File: config.mk
export PLATFORM = sky130hd
export DESIGN_NAME = sorted_priority_queue_with_aging
export DESIGN_NICKNAME = d
export VERILOG_FILES = /design/src/rtl/core/spq_pkg.sv /design/src/rtl/core/spq_fifo.sv /design/src/rtl/core/spq_front.sv /design/src/rtl/core/spq_back.sv /design/src/rtl/core/sorted_priority_queue_with_aging.sv
export SDC_FILE = /design/constraint.sdc
export NUM_CORES = 2
export LEC_CHECK = 0
export ABC_CLOCK_PERIOD_IN_PS = 10000
export CAP_MARGIN = 15
export CORE_MARGIN = 1.5
export CORE_UTILIZATION = 40
export CTS_CLUSTER_SIZE = 30
export DETAILED_ROUTE_END_ITERATION = 10
export DONT_BUFFER_PORTS = 1
export PLACE_DENSITY = 0.53
export REMOVE_ABC_BUFFERS = 1
export SYNTH_ARGS = -nofsm -noshare
export SYNTH_HDL_FRONTEND = slang
export SYNTH_SLANG_ARGS = --single-unit
File: constraint.sdc
create_clock -name clk -period 10 [get_ports clk]
set_input_delay 0.5 -clock clk [delete_from_list [all_inputs] [get_ports clk]]
set_output_delay 0.5 -clock clk [all_outputs]
set_load 0.02 [all_outputs]
File: src/rtl/core/spq_pkg.sv
// Shared types and codes for the sorted priority queue with aging.
package spq_pkg;

  // Function codes on the func input
  localparam logic [1:0] FUNC_INSERT = 2'd0;
  localparam logic [1:0] FUNC_POP    = 2'd1;
  localparam logic [1:0] FUNC_AGE    = 2'd2;

  // Defaults of the top-level parameters
  localparam int DEF_CAPACITY = 16;
  localparam int DEF_KEY_BITS = 16;
  localparam int DEF_TAG_BITS = 8;

  // Depth of the command and result queues
  localparam int QUEUE_DEPTH = 2;

  // Operation after classification by the front end
  typedef enum logic [1:0] {
    OP_NOP,
    OP_INSERT,
    OP_POP,
    OP_AGE
  } op_t;

  // Control part of one command passed from front end to back end
  typedef struct packed {
    op_t  op;
    logic to_front;
  } spq_ctrl_t;

  // Status part of one result passed from back end to the output queue
  typedef struct packed {
    logic out_valid;
    logic is_empty;
    logic dropped;
  } spq_status_t;

endpackage

File: src/rtl/core/spq_fifo.sv
// Small first-in first-out queue with full/empty handshake on both sides.
module spq_fifo
  import spq_pkg::*;
#(
  parameter int WIDTH = 1,
  parameter int DEPTH = QUEUE_DEPTH
) (
  input  logic             clk,
  input  logic             rst,
  input  logic             push,
  input  logic [WIDTH-1:0] wdata,
  output logic             full,
  input  logic             pop,
  output logic [WIDTH-1:0] rdata,
  output logic             empty
);

  localparam int PW = (DEPTH > 1) ? $clog2(DEPTH) : 1;
  localparam int CW = $clog2(DEPTH + 1);

  logic [WIDTH-1:0] mem [DEPTH];
  logic [PW-1:0]    wr_ptr;
  logic [PW-1:0]    rd_ptr;
  logic [CW-1:0]    count;
  logic             do_push;
  logic             do_pop;

  assign full    = (count == CW'(DEPTH));
  assign empty   = (count == '0);
  assign do_push = push && !full;
  assign do_pop  = pop && !empty;
  assign rdata   = mem[rd_ptr];

  always_ff @(posedge clk) begin
    if (do_push) begin
      mem[wr_ptr] <= wdata;
    end
  end

  always_ff @(posedge clk) begin
    if (rst) begin
      wr_ptr <= '0;
      rd_ptr <= '0;
      count  <= '0;
    end else begin
      if (do_push) begin
        wr_ptr <= (wr_ptr == PW'(DEPTH - 1)) ? '0 : wr_ptr + 1'b1;
      end
      if (do_pop) begin
        rd_ptr <= (rd_ptr == PW'(DEPTH - 1)) ? '0 : rd_ptr + 1'b1;
      end
      if (do_push && !do_pop) begin
        count <= count + 1'b1;
      end else if (do_pop && !do_push) begin
        count <= count - 1'b1;
      end
    end
  end

endmodule

File: src/rtl/core/spq_front.sv
// Front end: accept transactions, classify them into commands and queue them.
module spq_front
  import spq_pkg::*;
#(
  parameter int KEY_BITS = DEF_KEY_BITS,
  parameter int TAG_BITS = DEF_TAG_BITS
) (
  input  logic                clk,
  input  logic                rst,
  input  logic                push,
  output logic                full,
  input  logic [1:0]          func,
  input  logic [KEY_BITS-1:0] new_key,
  input  logic [TAG_BITS-1:0] new_tag,
  input  logic                to_front,
  input  logic [KEY_BITS-1:0] now_time,
  output logic                cmd_valid,
  input  logic                cmd_take,
  output spq_ctrl_t           cmd_ctrl,
  output logic [KEY_BITS-1:0] cmd_key,
  output logic [TAG_BITS-1:0] cmd_tag
);

  localparam int CMD_BITS = $bits(spq_ctrl_t) + KEY_BITS + TAG_BITS;

  spq_ctrl_t           dec_ctrl;
  logic [KEY_BITS-1:0] dec_key;
  logic                cmd_empty;
  logic [CMD_BITS-1:0] cmd_rdata;

  // Age carries the current time in the key slot of the command
  always_comb begin
    dec_ctrl.op       = OP_NOP;
    dec_ctrl.to_front = 1'b0;
    dec_key           = new_key;
    unique case (func)
      FUNC_INSERT: begin
        dec_ctrl.op       = OP_INSERT;
        dec_ctrl.to_front = to_front;
      end
      FUNC_POP: begin
        dec_ctrl.op = OP_POP;
      end
      FUNC_AGE: begin
        dec_ctrl.op = OP_AGE;
        dec_key     = now_time;
      end
      default: begin
        dec_ctrl.op = OP_NOP;
      end
    endcase
  end

  spq_fifo #(
    .WIDTH (CMD_BITS),
    .DEPTH (QUEUE_DEPTH)
  ) u_cmd_q (
    .clk   (clk),
    .rst   (rst),
    .push  (push),
    .wdata ({dec_ctrl, dec_key, new_tag}),
    .full  (full),
    .pop   (cmd_take),
    .rdata (cmd_rdata),
    .empty (cmd_empty)
  );

  assign cmd_valid = !cmd_empty;
  assign {cmd_ctrl, cmd_key, cmd_tag} = cmd_rdata;

endmodule

File: src/rtl/core/spq_back.sv
// Back end: sorted shift-register cell array and result queue.
module spq_back
  import spq_pkg::*;
#(
  parameter int CAPACITY = DEF_CAPACITY,
  parameter int KEY_BITS = DEF_KEY_BITS,
  parameter int TAG_BITS = DEF_TAG_BITS
) (
  input  logic                clk,
  input  logic                rst,
  input  logic                cmd_valid,
  output logic                cmd_take,
  input  spq_ctrl_t           cmd_ctrl,
  input  logic [KEY_BITS-1:0] cmd_key,
  input  logic [TAG_BITS-1:0] cmd_tag,
  output logic                empty,
  input  logic                pop,
  output logic                out_valid,
  output logic [TAG_BITS-1:0] out_tag,
  output logic [KEY_BITS-1:0] out_key,
  output logic                is_empty,
  output logic                dropped
);

  localparam int CW       = $clog2(CAPACITY + 1);
  localparam int RES_BITS = $bits(spq_status_t) + TAG_BITS + KEY_BITS;

  logic [KEY_BITS-1:0] keys      [CAPACITY];
  logic [TAG_BITS-1:0] tags      [CAPACITY];
  logic [KEY_BITS-1:0] keys_next [CAPACITY];
  logic [TAG_BITS-1:0] tags_next [CAPACITY];
  logic [CW-1:0]       count;
  logic [CW-1:0]       count_next;

  logic [CAPACITY-1:0] at_pos;   // cell lies at or after the insert point
  logic [CAPACITY-1:0] age_inc;  // cell lies in the aged run from the head

  spq_status_t         res_status;
  logic [TAG_BITS-1:0] res_tag;
  logic [KEY_BITS-1:0] res_key;
  logic                res_full;
  logic                res_push;
  logic [RES_BITS-1:0] res_rdata;
  spq_status_t         out_status;

  assign cmd_take = cmd_valid && !res_full;
  assign res_push = cmd_take;

  // Parallel compares, then prefix chains over the cells
  always_comb begin
    logic ins_acc;
    logic age_run;
    logic vld;
    ins_acc = cmd_ctrl.to_front;
    age_run = 1'b1;
    for (int i = 0; i < CAPACITY; i++) begin
      vld        = (CW'(i) < count);
      ins_acc    = ins_acc || !vld || (keys[i] > cmd_key);
      at_pos[i]  = ins_acc;
      age_run    = age_run && vld && (keys[i] < cmd_key);
      age_inc[i] = age_run;
    end
  end

  always_comb begin
    keys_next  = keys;
    tags_next  = tags;
    count_next = count;
    res_status = '0;
    res_tag    = '0;
    res_key    = '0;
    if (cmd_take) begin
      unique case (cmd_ctrl.op)
        OP_INSERT: begin
          if (count == CW'(CAPACITY)) begin
            res_status.dropped = 1'b1;
          end else begin
            if (at_pos[0]) begin
              keys_next[0] = cmd_key;
              tags_next[0] = cmd_tag;
            end
            for (int i = 1; i < CAPACITY; i++) begin
              if (at_pos[i]) begin
                keys_next[i] = at_pos[i-1] ? keys[i-1] : cmd_key;
                tags_next[i] = at_pos[i-1] ? tags[i-1] : cmd_tag;
              end
            end
            count_next = count + 1'b1;
          end
        end
        OP_POP: begin
          if (count != '0) begin
            res_status.out_valid = 1'b1;
            res_tag              = tags[0];
            res_key              = keys[0];
            for (int i = 0; i < CAPACITY - 1; i++) begin
              keys_next[i] = keys[i+1];
              tags_next[i] = tags[i+1];
            end
            count_next = count - 1'b1;
          end
        end
        OP_AGE: begin
          for (int i = 0; i < CAPACITY; i++) begin
            if (age_inc[i] && (keys[i] != '1)) begin
              keys_next[i] = keys[i] + 1'b1;
            end
          end
        end
        OP_NOP: begin
        end
      endcase
    end
    res_status.is_empty = (count_next == '0);
  end

  always_ff @(posedge clk) begin
    keys <= keys_next;
    tags <= tags_next;
  end

  always_ff @(posedge clk) begin
    if (rst) begin
      count <= '0;
    end else begin
      count <= count_next;
    end
  end

  spq_fifo #(
    .WIDTH (RES_BITS),
    .DEPTH (QUEUE_DEPTH)
  ) u_res_q (
    .clk   (clk),
    .rst   (rst),
    .push  (res_push),
    .wdata ({res_status, res_tag, res_key}),
    .full  (res_full),
    .pop   (pop),
    .rdata (res_rdata),
    .empty (empty)
  );

  assign {out_status, out_tag, out_key} = res_rdata;
  assign out_valid = out_status.out_valid;
  assign is_empty  = out_status.is_empty;
  assign dropped   = out_status.dropped;

  a_count_bound: assert property (@(posedge clk) disable iff (rst)
    count <= CW'(CAPACITY))
    else $error("entry count above capacity");

  a_insert_grows: assert property (@(posedge clk) disable iff (rst)
    cmd_take && (cmd_ctrl.op == OP_INSERT) && (count != CW'(CAPACITY))
    |=> count == $past(count) + 1'b1)
    else $error("accepted insert did not add an entry");

  a_drop_holds: assert property (@(posedge clk) disable iff (rst)
    res_push && res_status.dropped |=> count == CW'(CAPACITY))
    else $error("dropped insert changed the entry count");

  a_pop_shrinks: assert property (@(posedge clk) disable iff (rst)
    res_push && res_status.out_valid |=> count == $past(count) - 1'b1)
    else $error("returned entry did not leave the queue");

endmodule

File: src/rtl/core/sorted_priority_queue_with_aging.sv
// Top level of the sorted priority queue with aging.
//
// Input channel: a transaction is taken at a rising edge with push high and
// full low. func selects insert (new_key, new_tag, to_front), pop of the
// head entry, or age (now_time); the unused code only reports is_empty.
// Result channel: one result per input transaction, in order. The oldest
// result sits on out_valid/out_tag/out_key/is_empty/dropped while empty is
// low and leaves at a rising edge with pop high.
// The command waits in the command queue until the back end takes it; the
// cell array updates and queues the result at the same edge that takes the
// command, and the result is visible after that edge.
// Throughput: one transaction per cycle while the result side keeps up; the
// cell array compares all entries in parallel, so insert, pop and age each finish in a single update.
// When the result side stalls, the two-entry result queue fills, the cell
// array holds, then the two-entry command queue fills and full rises.
// Reset clears the entry count and both queues; entry contents are not
// cleared and are never read before written. No clearing pass is needed.
// Inserting into a full queue drops the entry and flags dropped.
module sorted_priority_queue_with_aging
  import spq_pkg::*;
#(
  parameter int CAPACITY = DEF_CAPACITY,
  parameter int KEY_BITS = DEF_KEY_BITS,
  parameter int TAG_BITS = DEF_TAG_BITS
) (
  input  logic                clk,
  input  logic                rst,
  input  logic                push,
  output logic                full,
  input  logic [1:0]          func,
  input  logic [KEY_BITS-1:0] new_key,
  input  logic [TAG_BITS-1:0] new_tag,
  input  logic                to_front,
  input  logic [KEY_BITS-1:0] now_time,
  output logic                empty,
  input  logic                pop,
  output logic                out_valid,
  output logic [TAG_BITS-1:0] out_tag,
  output logic [KEY_BITS-1:0] out_key,
  output logic                is_empty,
  output logic                dropped
);

  // Command handoff between front end and back end
  logic                cmd_valid;
  logic                cmd_take;
  spq_ctrl_t           cmd_ctrl;
  logic [KEY_BITS-1:0] cmd_key;
  logic [TAG_BITS-1:0] cmd_tag;

  // Front end: decode func and park the command in a short queue
  spq_front #(
    .KEY_BITS (KEY_BITS),
    .TAG_BITS (TAG_BITS)
  ) u_front (
    .clk       (clk),
    .rst       (rst),
    .push      (push),
    .full      (full),
    .func      (func),
    .new_key   (new_key),
    .new_tag   (new_tag),
    .to_front  (to_front),
    .now_time  (now_time),
    .cmd_valid (cmd_valid),
    .cmd_take  (cmd_take),
    .cmd_ctrl  (cmd_ctrl),
    .cmd_key   (cmd_key),
    .cmd_tag   (cmd_tag)
  );

  // Back end: execute one command per cycle while the result queue has room
  spq_back #(
    .CAPACITY (CAPACITY),
    .KEY_BITS (KEY_BITS),
    .TAG_BITS (TAG_BITS)
  ) u_back (
    .clk       (clk),
    .rst       (rst),
    .cmd_valid (cmd_valid),
    .cmd_take  (cmd_take),
    .cmd_ctrl  (cmd_ctrl),
    .cmd_key   (cmd_key),
    .cmd_tag   (cmd_tag),
    .empty     (empty),
    .pop       (pop),
    .out_valid (out_valid),
    .out_tag   (out_tag),
    .out_key   (out_key),
    .is_empty  (is_empty),
    .dropped   (dropped)
  );

endmodule

# After elaboration in Yosys (flattened, before gate mapping)
# Memories as Yosys holds them, arrays and structs flattened. A register that Yosys moved wholly into a read port is not among the register bits.
# Index checks and enable logic that the tools add are counted.
word_totals:
  input_bits: 47
  latchBits: 0
  word_cells: 448
  ram_bits: 108
  mem_bits_ro: 0
  register_bits: 397
  memories: 2
classes:
  multipliers: 0
  shift: 0
  bitwise_logic: 1
  reduce_logical: 154
  muxes: 120
  addsub: 26
  order_cmp: 48
  eq_ne: 58
  n_div: 0
memory_table:
  columns: ["memory", "depth", "word_bits", "rd", "rd_ports_with_merged_regs", "wr", "line_no", "source"]
  rows:
  - ["u_back.u_res_q.mem", 2, 27, 1, 1, 1, "spq_fifo.sv:21", "logic [WIDTH-1:0] mem [DEPTH];"]
  - ["u_front.u_cmd_q.mem", 2, 27, 1, 1, 1, "spq_fifo.sv:21", null]
op_table:
  columns: ["cell", "n"]
  rows:
  - ["$mux 16", 51]
  - ["$pmux 240 s3", 1]
  - ["$mux 8", 34]
  - ["$add 16x1->16 const B", 16]
  - ["$gt 16x16->1", 16]
  - ["$lt 16x16->1", 16]
  - ["$mux 256", 1]
  - ["$ne 16x16->1 const B", 16]
  - ["$mux 240", 1]
  - ["$pmux 120 s2", 1]
  - ["$mux 128", 1]
  - ["$mux 120", 1]
  - ["$reduce_and 6->1", 15]
  - ["$reduce_and 5->1", 16]
  - ["$ne 2x1->1 const B", 33]
  - ["$logic_and 1x1->1", 56]
  - ["$lt 4x5->1 const A", 8]
  - ["$logic_or 1x1->1", 32]
  - ["$pmux 16 s2", 1]
  - ["$logic_not 1->1", 24]
  - ["$lt 3x5->1 const A", 4]
  - ["$mux 1", 19]
  - ["$mux 5", 3]
  - ["$eq 2x2->1 const B", 5]
  - ["other kinds (20)", 36]

# Depth between registers and ports, before layout
logic_depth:
  ltp_word: 37
  ltp_mapped: 17
  mapped_depth_nobuf: 12

# Hierarchy
# A second synthesis with hierarchy kept.
unflattened:
  cells_unflattened: 3573
  area_unflattened_um2: 36048.3
modules_own_cells:
  columns: ["module", "area_per_inst_um2", "cells_each", "instances", "seq_area_each_um2"]
  rows:
  - ["spq_back", 31411.4, 3329, 1, 11631.2]
  - ["spq_fifo", 2163.3, 109, 2, 1721.7]
  - ["spq_front", 310.3, 26, 1, 0.0]

# Worst setup path before layout
# OpenSTA, ideal clock, no wires.
synth_timing:
  path_kind: "reg-to-reg"
  from: "register (tool-made name)"
  to: "register u_back.keys[192] (netlist name), enable pin"
  path_buffers: 5
  stages_incl_launch_ff: 17
  slack_ns: 4.413
  required_time_ns: 9.583
  arrival_time_ns: 5.170
  path_cell_list: "dfxtp_1 clkbuf_1 clkbuf_1 mux2_2 clkbuf_1 ha_1 nor2b_1 o211ai_1 a2111o_1 o211ai_1 a221oi_2 buf_2 nor2b_1 o21ai_2 buf_2 inv_1 a221oi_1"
synth_rtl:
  columns: ["item", "line_no", "source"]
  rows:
  - ["to (signal assigned)", "spq_back.sv:118", "keys <= keys_next;"]
  - ["to (decl)", "spq_back.sv:28", "logic [KEY_BITS-1:0] keys [CAPACITY];"]

==> flow_summary.html <==
<table>
<tr><th>Metric</th><th>Value</th></tr>
<tr><th colspan="2">Pwr</th></tr>
<tr><td>Internal power of the cells</td><td>0.00665 W</td></tr>
<tr><td>Clock share of power</td><td>18.3%</td></tr>
<tr><td>Sequential group share of total power</td><td>a little under two fifths</td></tr>
<tr><td>Cell Pwr Density</td><td>roughly 310 nW/um^2</td></tr>
<tr><td>Net Sw Power</td><td>between 0.005 and 0.006 W</td></tr>
<tr><td>Leakage power</td><td>between 10 and 15 nW</td></tr>
<tr><td>Combinational power share</td><td>43.5%</td></tr>
<tr><td>Worst voltage drop across the vdd grid</td><td>around 0.00021 V</td></tr>
<tr><td>Switching Fraction</td><td>a little under half</td></tr>
<tr><th colspan="2">Global routing</th></tr>
<tr><td>Antenna violations before repair</td><td>1</td></tr>
<tr><td>Global-route wire length before repair</td><td>197000 microns</td></tr>
<tr><td>Grt total ovfl</td><td>0</td></tr>
<tr><td>Via count of the first global-routing pass</td><td>approximately 29000</td></tr>
<tr><td>Maximum number of pins on one net before global-route repair</td><td>128</td></tr>
<tr><td>GR Util All Layers</td><td>between 20% and 30%</td></tr>
<tr><th colspan="2">Setup path</th></tr>
<tr><td>Worst path required time</td><td>10.27 ns</td></tr>
<tr><td>Type of destination of the critical path</td><td>flip-flop</td></tr>
<tr><td>Critical path type</td><td>reg2reg</td></tr>
<tr><td>Maximum net fanout on the critical path</td><td>17</td></tr>
<tr><td>Crit start category</td><td>flip-flop</td></tr>
<tr><td>Crit path arrival time</td><td>~6.8 ns</td></tr>
<tr><td>Reg-to-reg slack, setup</td><td>between 3 and 4 ns</td></tr>
<tr><td>Capture point of the worst reg-to-reg path</td><td>u_back.keys[32]</td></tr>
<tr><td>Number of cells on the worst reg-to-reg path</td><td>13</td></tr>
<tr><th colspan="2">Status</th></tr>
<tr><td>Outcome</td><td>completed</td></tr>
<tr><th colspan="2">Placement</th></tr>
<tr><td>Count of buffers from port buffering</td><td>0</td></tr>
<tr><td>Pre-CTS worst setup slack</td><td>~3.6 ns</td></tr>
<tr><td>Placer's final routability congestion estimate</td><td>approximately 0.92</td></tr>
<tr><td>Half-perimeter wire length of the detailed placement result</td><td>approximately 94000 microns</td></tr>
<tr><td>Dpl cells</td><td>4580</td></tr>
<tr><th colspan="2">Timing</th></tr>
<tr><td>Max Slew Vio Count</td><td>0</td></tr>
<tr><td>Smallest setup slack after layout</td><td>approximately 3.4 ns</td></tr>
<tr><td>Unrepaired setup endpoints after global routing</td><td>no</td></tr>
<tr><td>Final setup violation count</td><td>0</td></tr>
<tr><td>Transition time at the pin with the least slew margin</td><td>between 1 and 1.5 ns</td></tr>
<tr><td>Crit share post-route</td><td>between 60% and 70%</td></tr>
<tr><td>Post-route clock skew</td><td>roughly 0.054 ns</td></tr>
<tr><td>Final number of hold-violating endpoints</td><td>0</td></tr>
<tr><td>Timing-limited maximum frequency</td><td>about 0.15 GHz</td></tr>
<tr><td>Minimum clock period after layout</td><td>around 6.6 ns</td></tr>
<tr><td>Slew Limit Headroom</td><td>between 20% and 30%</td></tr>
<tr><th colspan="2">Synth</th></tr>
<tr><td>EDFF count, synth</td><td>slightly below 500</td></tr>
<tr><td>Top FF cell, synth</td><td>sky130_fd_sc_hd__edfxtp_1</td></tr>
<tr><td>Area share of the leading cell type in the synthesized netlist</td><td>between 40% and 50%</td></tr>
<tr><td>Count of unique library cells instantiated by Yosys</td><td>between 80 and 90</td></tr>
<tr><td>Number of standard cells after synthesis</td><td>approximately 3600</td></tr>
<tr><td>Yosys warning total</td><td>0</td></tr>
<tr><td>Mapped Area</td><td>35800 sq um</td></tr>
<tr><td>Mapped Avg Cell Area</td><td>10.1 sq um</td></tr>
<tr><td>Biggest area consumer among synthesized cells</td><td>sky130_fd_sc_hd__edfxtp_1</td></tr>
<tr><td>Share of synthesized registers carrying an async set or reset</td><td>0%</td></tr>
<tr><td>Main area contributors after synthesis</td><td>sky130_fd_sc_hd__edfxtp_1 41%, sky130_fd_sc_hd__ha_1 9.9%, sky130_fd_sc_hd__mux2i_1 4.9%</td></tr>
<tr><td>Flip-flop and latch count after synthesis</td><td>between 500 and 600</td></tr>
<tr><td>Share of the yosys chip area belonging to registers</td><td>between 40% and 50%</td></tr>
<tr><th colspan="2">Floorplanning</th></tr>
<tr><td>Placeable core region</td><td>between 80000 and 90000 sq um</td></tr>
<tr><td>Initial core utilization</td><td>about two fifths</td></tr>
<tr><td>Die Width</td><td>302 microns</td></tr>
<tr><td>Full die area</td><td>a little over 90000 sq um</td></tr>
<tr><td># rows</td><td>~110</td></tr>
<tr><td>Boundary pin count</td><td>76</td></tr>
<tr><td>Die Ht</td><td>between 300 and 400 microns</td></tr>
<tr><th colspan="2">Clocking</th></tr>
<tr><td>Number of buffers on the longest clock path</td><td>3</td></tr>
<tr><td>CTS tree</td><td>yes</td></tr>
<tr><td>Clk pin slew, worst setup/hold paths</td><td>roughly 0.06 ns</td></tr>
<tr><td>Number of H-tree levels</td><td>2</td></tr>
<tr><td>CTS Root Cell</td><td>sky130_fd_sc_hd__clkbuf_16</td></tr>
<tr><td>Number of buffers created by CTS</td><td>60</td></tr>
<tr><td>Clock latency on the worst-skew pair</td><td>approximately 0.70 ns</td></tr>
<tr><td>Count of buffers added by post-CTS timing repair for setup</td><td>0</td></tr>
<tr><td>Post-cts sizing count</td><td>0</td></tr>
<tr><td>Number of sinks handled by clock tree synthesis</td><td>between 500 and 600</td></tr>
<tr><th colspan="2">Detailed routing</th></tr>
<tr><td>Total routed wirelength</td><td>approximately 130000 microns</td></tr>
<tr><td>Antenna-violating nets left</td><td>0</td></tr>
<tr><td>Final routed DRC violation total</td><td>0</td></tr>
<tr><td>Post-detailed-route via-to-cell ratio</td><td>approximately 6.4</td></tr>
<tr><td>Routed length per placed instance</td><td>28.4 microns</td></tr>
<tr><td>Via Count</td><td>approximately 30000</td></tr>
<tr><td>First-pass iteration count of the detailed router</td><td>6</td></tr>
<tr><td>DRC marker count from the first detailed-route iteration</td><td>around 3600</td></tr>
<tr><th colspan="2">Layout</th></tr>
<tr><td>Final core utilization</td><td>approximately 44%</td></tr>
<tr><td>NumNets Final</td><td>around 3800</td></tr>
<tr><td>Growth of design area from synthesis to finish</td><td>9.37%</td></tr>
<tr><td>Number of antenna cells inserted</td><td>0</td></tr>
<tr><td>Fraction of final layout cells with drive strength greater than 1</td><td>7.88%</td></tr>
<tr><td>Fill count</td><td>8391</td></tr>
<tr><td>Number of cells in the finished layout apart from fillers</td><td>4705</td></tr>
<tr><th colspan="2">Worst hold path</th></tr>
<tr><td>Tightest Hold Check Type</td><td>in2reg</td></tr>
<tr><td>Worst Hold Path EP</td><td>u_front.u_cmd_q.mem[1][24]</td></tr>
<tr><td>Number of stages on the worst hold path</td><td>1</td></tr>
<tr><td>Worst hold start</td><td>to_front</td></tr>
<tr><th colspan="2">Flow run</th></tr>
<tr><td>Max-cap viol count</td><td>0</td></tr>
</table>
==> worst max-delay path: stages, from the launching register on <==
cell and delay (ns):
sky130_fd_sc_hd__dfxtp_2 0.60, sky130_fd_sc_hd__mux2_2 0.63, sky130_fd_sc_hd__inv_1 0.52, sky130_fd_sc_hd__buf_4 0.37, sky130_fd_sc_hd__ha_1 0.27, sky130_fd_sc_hd__and3_1 0.19, sky130_fd_sc_hd__a221o_1 0.38, sky130_fd_sc_hd__a2111oi_4 0.44
sky130_fd_sc_hd__nand2_1 0.16, sky130_fd_sc_hd__nor3_1 0.30, sky130_fd_sc_hd__nand4_1 0.61, sky130_fd_sc_hd__o31ai_1 0.51, sky130_fd_sc_hd__o311ai_0 0.27, sky130_fd_sc_hd__a31oi_2 0.89
==> sequential cells by signal, indices dropped and copies added, names as in the netlist, named ones only <==
name / flops
u_back.u_res_q.rd_ptr: 1
u_front.u_cmd_q.count: 2
u_back.keys: 256
u_front.u_cmd_q.mem: 54
u_back.u_res_q.wr_ptr: 1
u_front.u_cmd_q.rd_ptr: 1
u_back.u_res_q.mem: 54
u_front.u_cmd_q.wr_ptr: 1
u_back.u_res_q.count: 2
u_back.count: 5
u_back.tags: 128
==> power groups by stage <==
stage,clock network [W],logic [W],registers [W]
2_1_floorplan,0,0.00364,0.00408
6_report,0.00222,0.00528,0.00464
3_5_place_dp,0,0.00518,0.00461
5_1_grt,0.00232,0.00581,0.00469
3_3_place_gp,0,0.00514,0.00462
4_1_cts,0.00225,0.00521,0.00458
==> Yosys cell counts, drive strengths merged (4+ instances only) <==
cell / n
mux2i: 175
a221oi: 10
or2: 7
nand4: 78
nor2: 212
and3: 106
mux2: 68
nor4: 5
a21oi: 167
o21ai: 331
inv: 69
o2111ai: 5
a222oi: 5
clkbuf: 177
a21boi: 4
buf: 39
a22oi: 191
nor3: 31
ha: 283
a21o: 41
or3: 10
nor2b: 18
a31oi: 15
a22o: 8
and4: 14
xor2: 86
edfxtp: 492
o311ai: 5
o21a: 14
a211o: 9
and2: 28
nand2b: 8
o211ai: 54
dfxtp: 15
a221o: 55
o221ai: 8
a211oi: 43
xnor2: 146
nand2: 288
nand3: 189
==> through the flow <==
stage	TNS [ns]	area [sq um]	hold WS, ns	power (W)
2_1_floorplan	-333.71	34900	0.467	0.00773
3_3_place_gp	0	37000	0.484	0.00976
3_5_place_dp	0	37000	0.493	0.00979
4_1_cts	0	39100	0.0603	0.0120
5_1_grt	0	39100	0.0715	0.0128
6_report	0	39100	0.0892	0.0122
==> placed cells by master (no fill, tap or decap), drive strengths merged, types with 18 or more instances in the layout <==
| cell | count |
|---|---|
| inv | 69 |
| a211oi | 43 |
| a221o | 55 |
| a21oi | 167 |
| nor3 | 31 |
| a21o | 41 |
| nand3 | 189 |
| nand4 | 78 |
| o211ai | 54 |
| a22oi | 191 |
| xnor2 | 146 |
| nand2 | 288 |
| mux2 | 68 |
| ha | 283 |
| nor2b | 18 |
| clkbuf | 81 |
| xor2 | 86 |
| nor2 | 212 |
| o21ai | 331 |
| and3 | 106 |
| buf | 81 |
| clkinv | 22 |
| and2 | 28 |
| mux2i | 175 |
| edfxtp | 492 |
==> worst max-delay path by stage <==
stage                     startpoint                to  slack, ns  depth (start not counted)
after global routing       flip-flop   u_back.tags[59]       3.26                         14
after floorplan            flip-flop  u_back.keys[108]      -3.16                          7
after global placement     flip-flop   u_back.keys[32]       3.72                         13
after detailed placement   flip-flop    u_back.keys[0]       3.61                         13
final                      flip-flop   u_back.keys[32]       3.44                         13
after CTS                  flip-flop   u_back.keys[11]       3.65                         13
==> cells by family after synthesis <==
logic type	synth area share [%]
AOI/OAI and AO/OA	18.4
xor gates and xnor gates	5.68
adders and majority gates	9.89
buffers and inverters	3.29
DFF	42.1
muxes	7.03
and+or+nand+nor	13.6
==> per-layer routing <==
layer	vias up	global-route usage [%]	wire, microns
met1	14896	42.6	60100
li1	13512	-	-
met4	0	9.48	4530
met3	185	4.36	11000
met2	1468	43.3	57900
met5	-	0	0
==> cell type report <==
type	instances	area [sq um]	area share [%]
clock buffers	81	1600	4.09
clock inverters	29	349	0.892
inverters	71	267	0.681
multi-input cells	2762	19700	50.2
flip-flops and latches	507	15100	38.5
well taps	1165	1460	3.72
repair buffers	90	726	1.85
==> what timing repair did <==
action / CTS / global route
hold endpoints to repair: 30 / 0
endpoints found under the setup margin: 0 / 0
hold buffers: 9 / 0
No activity file was read; power rests on OpenSTA's default activity.
